File: config.mk
export PLATFORM = sky130hd
export DESIGN_NAME = nearest_palette_color
export DESIGN_NICKNAME = d
export VERILOG_FILES = /design/src/rtl/npc_pkg.sv /design/src/rtl/nearest_palette_color.sv /design/src/rtl/npc_dist.sv /design/src/rtl/npc_min.sv
export SDC_FILE = /design/constraint.sdc
export NUM_CORES = 2
export LEC_CHECK = 0
export BUFFER_PORTS_ARGS = -buffer_cell sky130_fd_sc_hd__buf_2
export CAP_MARGIN = 40
export CORE_MARGIN = 4
export CORE_UTILIZATION = 70
export DETAILED_ROUTE_END_ITERATION = 7
export PLACE_DENSITY_LB_ADDON = 0.15
export REMOVE_ABC_BUFFERS = 1
export SKIP_LAST_GASP = 1
export SLEW_MARGIN = 0
export SYNTH_ARGS = -nofsm -noshare
export SYNTH_HDL_FRONTEND = slang
export SYNTH_SLANG_ARGS = --single-unit
File: constraint.sdc
create_clock -name clk -period 44.3 [get_ports clk]
set_clock_uncertainty 0.15 [all_clocks]
set_input_delay 4.43 -clock clk [delete_from_list [all_inputs] [get_ports clk]]
set_output_delay 4.43 -clock clk [all_outputs]
set_load 0.01 [all_outputs]
File: src/rtl/npc_pkg.sv
package npc_pkg;

    localparam int NUM_COLORS = 16;
    localparam int IDX_W      = 4;
    localparam int COMP_W     = 8;
    localparam int SQ_W       = 2 * COMP_W;
    localparam int DIST_W     = 18;

    typedef struct packed {
        logic [COMP_W-1:0] r;
        logic [COMP_W-1:0] g;
        logic [COMP_W-1:0] b;
    } rgb_t;

    typedef logic [NUM_COLORS-1:0][DIST_W-1:0] dist_vec_t;

    // fixed 16-color palette
    localparam rgb_t PALETTE [NUM_COLORS] = '{
        '{r: 8'd0,   g: 8'd0,   b: 8'd0  },
        '{r: 8'd255, g: 8'd145, b: 8'd72 },
        '{r: 8'd36,  g: 8'd218, b: 8'd36 },
        '{r: 8'd109, g: 8'd255, b: 8'd109},
        '{r: 8'd36,  g: 8'd35,  b: 8'd255},
        '{r: 8'd72,  g: 8'd109, b: 8'd255},
        '{r: 8'd182, g: 8'd36,  b: 8'd36 },
        '{r: 8'd72,  g: 8'd182, b: 8'd255},
        '{r: 8'd255, g: 8'd36,  b: 8'd36 },
        '{r: 8'd255, g: 8'd109, b: 8'd109},
        '{r: 8'd218, g: 8'd218, b: 8'd36 },
        '{r: 8'd218, g: 8'd218, b: 8'd145},
        '{r: 8'd36,  g: 8'd145, b: 8'd36 },
        '{r: 8'd218, g: 8'd72,  b: 8'd182},
        '{r: 8'd182, g: 8'd182, b: 8'd182},
        '{r: 8'd255, g: 8'd255, b: 8'd255}
    };

    function automatic logic [SQ_W-1:0] sq_diff(input logic [COMP_W-1:0] a,
                                                input logic [COMP_W-1:0] b);
        logic [COMP_W-1:0] d;
        d = (a >= b) ? (a - b) : (b - a);
        return SQ_W'(d) * SQ_W'(d);
    endfunction

endpackage

File: src/rtl/nearest_palette_color.sv
// A word accepted at the input goes through the input reg, then the result reg,
//   before it can be taken at the output.
// Throughput: one word per cycle while the result is not stalled; the whole
//   distance/min path sits between the input register and the result register.
// in_ready drops only when both stages are full and the result is stalled.
// Reset (rst_n, async, active low) clears both valid flags; data regs are not reset.
module nearest_palette_color
    import npc_pkg::*;
(
    input  logic                clk,
    input  logic                rst_n,

    input  logic                in_valid,
    output logic                in_ready,
    input  logic [COMP_W-1:0]   red_in,
    input  logic [COMP_W-1:0]   green_in,
    input  logic [COMP_W-1:0]   blue_in,

    output logic                out_valid,
    input  logic                out_ready,
    output logic [IDX_W-1:0]    palette_index,
    output logic [DIST_W-1:0]   min_distance
);

    // stage 1: registered pixel
    logic              s1_valid_reg;
    logic              s1_valid_next;
    rgb_t              pix_reg;
    rgb_t              pix_next;

    // stage 2: registered result word
    logic              out_valid_reg;
    logic              out_valid_next;
    logic [IDX_W-1:0]  idx_reg;
    logic [IDX_W-1:0]  idx_next;
    logic [DIST_W-1:0] dist_reg;
    logic [DIST_W-1:0] dist_next;

    dist_vec_t         dist_vec;
    logic [IDX_W-1:0]  best_idx;
    logic [DIST_W-1:0] best_dist;

    logic              out_free;   // result reg can take a word this cycle
    logic              s1_move;    // stage 1 word moves to result reg
    logic              in_take;

    npc_dist u_dist
    (
        .pixel    (pix_reg),
        .dist_vec (dist_vec)
    );

    npc_min u_min
    (
        .dist_vec  (dist_vec),
        .best_idx  (best_idx),
        .best_dist (best_dist)
    );

    assign out_free = !out_valid_reg || out_ready;
    assign s1_move  = s1_valid_reg && out_free;
    assign in_ready = !s1_valid_reg || out_free;
    assign in_take  = in_valid && in_ready;

    always_comb
    begin
        s1_valid_next  = s1_valid_reg;
        pix_next       = pix_reg;
        out_valid_next = out_valid_reg;
        idx_next       = idx_reg;
        dist_next      = dist_reg;

        if (out_free)
        begin
            out_valid_next = s1_valid_reg;
        end
        if (s1_move)
        begin
            idx_next  = best_idx;
            dist_next = best_dist;
        end

        if (in_take)
        begin
            s1_valid_next = 1'b1;
            pix_next      = '{r: red_in, g: green_in, b: blue_in};
        end
        else if (s1_move)
        begin
            s1_valid_next = 1'b0;
        end
    end

    always_ff @(posedge clk or negedge rst_n)
    begin
        if (!rst_n)
        begin
            s1_valid_reg  <= 1'b0;
            out_valid_reg <= 1'b0;
        end
        else
        begin
            s1_valid_reg  <= s1_valid_next;
            out_valid_reg <= out_valid_next;
        end
    end

    // payload regs, no reset needed
    always_ff @(posedge clk)
    begin
        pix_reg  <= pix_next;
        idx_reg  <= idx_next;
        dist_reg <= dist_next;
    end

    assign out_valid     = out_valid_reg;
    assign palette_index = idx_reg;
    assign min_distance  = dist_reg;

endmodule

File: src/rtl/npc_dist.sv
module npc_dist
    import npc_pkg::*;
(
    input  rgb_t      pixel,
    output dist_vec_t dist_vec
);

    // one distance unit per palette entry, all in parallel
    always_comb
    begin
        for (int i = 0; i < NUM_COLORS; i++)
        begin
            dist_vec[i] = DIST_W'(sq_diff(pixel.r, PALETTE[i].r))
                        + DIST_W'(sq_diff(pixel.g, PALETTE[i].g))
                        + DIST_W'(sq_diff(pixel.b, PALETTE[i].b));
        end
    end

endmodule

File: src/rtl/npc_min.sv
module npc_min
    import npc_pkg::*;
(
    input  dist_vec_t         dist_vec,
    output logic [IDX_W-1:0]  best_idx,
    output logic [DIST_W-1:0] best_dist
);

    // 16 -> 8 -> 4 -> 2 -> 1 compare tree; left side (lower index) wins ties
    logic [DIST_W-1:0] d8 [8];
    logic [IDX_W-1:0]  i8 [8];
    logic [DIST_W-1:0] d4 [4];
    logic [IDX_W-1:0]  i4 [4];
    logic [DIST_W-1:0] d2 [2];
    logic [IDX_W-1:0]  i2 [2];

    always_comb
    begin
        for (int k = 0; k < 8; k++)
        begin
            if (dist_vec[2*k+1] < dist_vec[2*k])
            begin
                d8[k] = dist_vec[2*k+1];
                i8[k] = IDX_W'(2*k+1);
            end
            else
            begin
                d8[k] = dist_vec[2*k];
                i8[k] = IDX_W'(2*k);
            end
        end
        for (int k = 0; k < 4; k++)
        begin
            if (d8[2*k+1] < d8[2*k])
            begin
                d4[k] = d8[2*k+1];
                i4[k] = i8[2*k+1];
            end
            else
            begin
                d4[k] = d8[2*k];
                i4[k] = i8[2*k];
            end
        end
        for (int k = 0; k < 2; k++)
        begin
            if (d4[2*k+1] < d4[2*k])
            begin
                d2[k] = d4[2*k+1];
                i2[k] = i4[2*k+1];
            end
            else
            begin
                d2[k] = d4[2*k];
                i2[k] = i4[2*k];
            end
        end
        if (d2[1] < d2[0])
        begin
            best_dist = d2[1];
            best_idx  = i2[1];
        end
        else
        begin
            best_dist = d2[0];
            best_idx  = i2[0];
        end
    end

endmodule

==> impl_table.tex <==
\begin{tabular}{lr}
\hline
Metric & Value \\
\hline
\multicolumn{2}{l}{\textbf{Logic synthesis}} \\
\quad Area of the mapped netlist & 0.0664 sq mm \\
\quad Syn avg cell area & 8.01 sq um \\
\quad Number of instances in the synthesized netlist & 8291 \\
\quad Predominant post-synthesis flop cell & sky130\_fd\_sc\_hd\_\_edfxtp\_1 \\
\quad Async set-or-reset flop fraction in the synthesized netlist & 0.0417 \\
\quad Post-synthesis sequential area ratio & 0.0216 \\
\quad Distinct cell type count of the synthesized netlist & 90 \\
\quad Synthesis Warnings & 0 \\
\quad Number of flops mapped to enable cells by yosys & 46 \\
\quad Post-synthesis sequential element count & 48 \\
\multicolumn{2}{l}{\textbf{Placed design}} \\
\quad Port-buffer cells & 51 \\
\quad Weighted congestion reported at the end of routability-driven placement & 1.09 \\
\quad Pre-CTS setup slack & 22810 ps \\
\quad HPWL after DPL & 195 mm \\
\multicolumn{2}{l}{\textbf{CTS}} \\
\quad Buffers inserted during post-CTS setup optimization & 0 \\
\quad Quantity of hold-fixing buffers added after cts & 0 \\
\quad TritonCTS clock tree & done \\
\quad Clock latency on the worst-skew pair & 380 ps \\
\quad Longest Clk Path Bufs & 2 \\
\quad Count of instances resized after the clock tree is built & 0 \\
\quad Clock sink count & 48 \\
\quad CTS clock-pin slew for the worst setup and hold paths & 120 ps \\
\quad TritonCTS Buffers & 5 \\
\quad Clock root buffer master & sky130\_fd\_sc\_hd\_\_clkbuf\_16 \\
\quad H-tree lvl count & 2 \\
\multicolumn{2}{l}{\textbf{Timing}} \\
\quad Hold violation total from the final report & 0 \\
\quad Setup violation total in the final timing report & 0 \\
\quad Crit share post-route & 0.499 \\
\quad Post-Route Setup TNS & 0 ps \\
\quad Relative slew slack & 0.325 \\
\quad Shortest period the worst path allows & 22110 ps \\
\quad Setup WS post-layout & between 20000 and 25000 ps \\
\quad Post-route worst hold slack & around 360 ps \\
\quad Max Clock Freq & about 45 MHz \\
\quad Worst-Margin Slew & 1010 ps \\
\quad Unrepaired setup endpoints after global routing & false \\
\quad Max Slew Vio Count & 0 \\
\multicolumn{2}{l}{\textbf{Setup path}} \\
\quad Highest net fanout along the worst path & 24 \\
\quad Kind of end point of the critical path & flop \\
\quad RR Startpoint & pix\_reg[17]\$\_DFFE\_PP\_ \\
\quad Endpoint arrival time on the critical path & 22050 ps \\
\quad Cell occurring most often along the worst timing path & sky130\_fd\_sc\_hd\_\_a21oi\_1 \\
\quad Required time of the critical path & 44250 ps \\
\quad Cell at the slowest stage of the critical path & sky130\_fd\_sc\_hd\_\_ha\_1 \\
\quad Critical path class & reg -> reg \\
\quad Delay of the slowest critical-path stage & roughly 820 ps \\
\quad Worst Setup Start Kind & flop \\
\quad Critical Path Start & pix\_reg[17]\$\_DFFE\_PP\_ \\
\multicolumn{2}{l}{\textbf{Routing}} \\
\quad Total length of routed wires & about 220 mm \\
\quad First DRT Iteration DRCs & 5724 \\
\quad Routed wire per std cell & approximately 23 microns \\
\quad Detailed-route vias per instance & 6.20 \\
\quad Residual DRC & 0 \\
\quad First-pass iteration count of the detailed router & 6 \\
\quad Number of nets with antenna violations after detailed routing & 0 \\
\quad Vias after detailed routing & 59.6k \\
\multicolumn{2}{l}{\textbf{Global routing}} \\
\quad Met3 demand-to-capacity share in global routing & 0.0916 \\
\quad Antenna violations before repair & 6 \\
\quad Met1 Resource Use GR & 0.557 \\
\quad Grt ovf & 0 \\
\quad Global-route wire length before repair & around 340 mm \\
\quad All-layer global routing usage & 0.449 \\
\quad Maximum number of pins on one net before global-route repair & 44 \\
\quad Number of global-route vias before repair & $\sim$60k \\
\quad Highest-utilization routing layer at the global route stage & met2 \\
\quad Met2 Use GR & 0.693 \\
\multicolumn{2}{l}{\textbf{Layout}} \\
\quad Layout cell share with drive strength beyond 1 & 0.0433 \\
\quad Filler cell count & 7119 \\
\quad Most frequent standard cell in the layout excluding fill and tap cells & sky130\_fd\_sc\_hd\_\_inv\_1 \\
\quad Max reg flops & 24 \\
\quad Layout area overhead & 4.07\% \\
\quad Share of the core filled with cells & 0.737 \\
\quad Net total in the final layout & $\sim$10k \\
\quad Commonest non-fill, non-tap cells in the layout & sky130\_fd\_sc\_hd\_\_inv\_1, sky130\_fd\_sc\_hd\_\_ha\_1, sky130\_fd\_sc\_hd\_\_nor2\_1 \\
\multicolumn{2}{l}{\textbf{Hold path}} \\
\quad Start point of the worst hold path & s1\_valid\_reg\$\_DFFE\_PN0P\_ \\
\quad Hold WC Path Type & reg -> reg \\
\multicolumn{2}{l}{\textbf{Floorplan}} \\
\quad Number of placement rows & 112 \\
\quad Die Width & between 300 and 400 microns \\
\quad Area inside the core boundary & roughly 0.094 sq mm \\
\quad Starting density of the core & 0.708 \\
\quad Area enclosed by the die boundary & 0.0999 sq mm \\
\quad \# IOs & 52 \\
\quad Height of the die & around 320 microns \\
\multicolumn{2}{l}{\textbf{Outcome}} \\
\quad Result of the run & finished clean \\
\multicolumn{2}{l}{\textbf{Job}} \\
\quad Maximum capacitance violations & 0 \\
\hline
\end{tabular}
-- metrics by stage --
step,std cells,instance area (sq um)
after floorplan,8151,65900
after global placement,9540,68400
after detailed placement,9595,68900
after CTS,9603,69000
after global routing,9610,69100
final,9616,69100
-- metal layers --
| layer | wire, microns | vias up | share of wire |
|---|---|---|---|
| li1 | - | 27400 | - |
| met1 | 85000 | 28200 | 0.38 |
| met2 | 95200 | 3090 | 0.42 |
| met3 | 23100 | 873 | 0.10 |
| met4 | 21400 | 2 | 0.095 |
| met5 | 12 | - | 0.000053 |
-- cell usage after synthesis, drive strengths merged, types with 9 or more instances --
cell type / count / area, sq um
a2111oi: 10 / 93.8
a211oi: 32 / 240
fa: 703 / 14100
inv: 1570 / 5890
nor3: 97 / 485
o211ai: 28 / 210
o2111ai: 9 / 78.8
or2: 69 / 432
a21boi: 33 / 248
and2: 52 / 325
o21bai: 142 / 1070
nand2b: 149 / 932
a21o: 202 / 1520
o31ai: 27 / 208
xor2: 176 / 1540
clkbuf: 127 / 477
edfxtp: 46 / 1380
a221oi: 10 / 93.8
a31oi: 41 / 257
o21ai: 312 / 1560
buf: 31 / 144
nand3: 56 / 285
ha: 1361 / 17000
a211o: 17 / 149
or3: 19 / 119
nor4: 9 / 62.6
a31o: 11 / 96.3
o21a: 82 / 616
mux2: 51 / 582
nor2b: 65 / 407
o41ai: 11 / 96.3
and3: 24 / 150
mux2i: 145 / 1450
nand2: 450 / 1690
xnor2: 570 / 4990
and4: 14 / 123
nand4: 34 / 213
a21oi: 654 / 3290
nor2: 739 / 2770
-- worst max-delay path, delay by kind of cell (launching register included) --
kind            cells  cell delay [ps]
flops               1              440
compound gates     41             8740
xor+xnor            4             1980
simple gates       11             1710
mux                 1              320
buf+inv            10             1390
fa+ha+maj          16             7050
-- final timing paths --
check,endpoint,slack (ps),cells past startpoint
worst min-delay path,out_valid$_DFFE_PN0P_,360,1
max in group asynchronous,s1_valid_reg$_DFFE_PN0P_,40250,1
worst max register to register,min_distance[6]$_DFFE_PP_,22190,83
worst min register to register,out_valid$_DFFE_PN0P_,360,1
min in group asynchronous,out_valid$_DFFE_PN0P_,3660,1
worst max-delay path,min_distance[6]$_DFFE_PP_,22190,83
-- layout make-up --
type / count / area [sq um] / area share
Antenna cell: 6 / 15.0 / 0.000217
Clock inverter: 3 / 68.8 / 0.000996
Clock buffer: 5 / 125 / 0.00181
Timing Repair Buffer: 197 / 1370 / 0.0198
Tap cell: 1254 / 1570 / 0.0227
Inverter: 1578 / 5920 / 0.0857
Multi-Input combinational cell: 6525 / 58600 / 0.848
Sequential cell: 48 / 1430 / 0.0207
-- kinds of logic after synthesis --
kind of cell / after synthesis / share of synthesized area
AO/OA/AOI/OAI: 1702 / 0.159
XOR/XNOR: 747 / 0.0987
adder cells (fa/ha/maj): 2065 / 0.469
buffers and inverters: 1736 / 0.0986
flip-flops: 48 / 0.0216
multiplexers: 196 / 0.0306
other: 2 / 0.000113
AND/OR/NAND/NOR: 1795 / 0.123
Power is left out: the tool's default activity adds up to more than one toggle a clock period on the data nets, which glitch-free logic cannot reach.
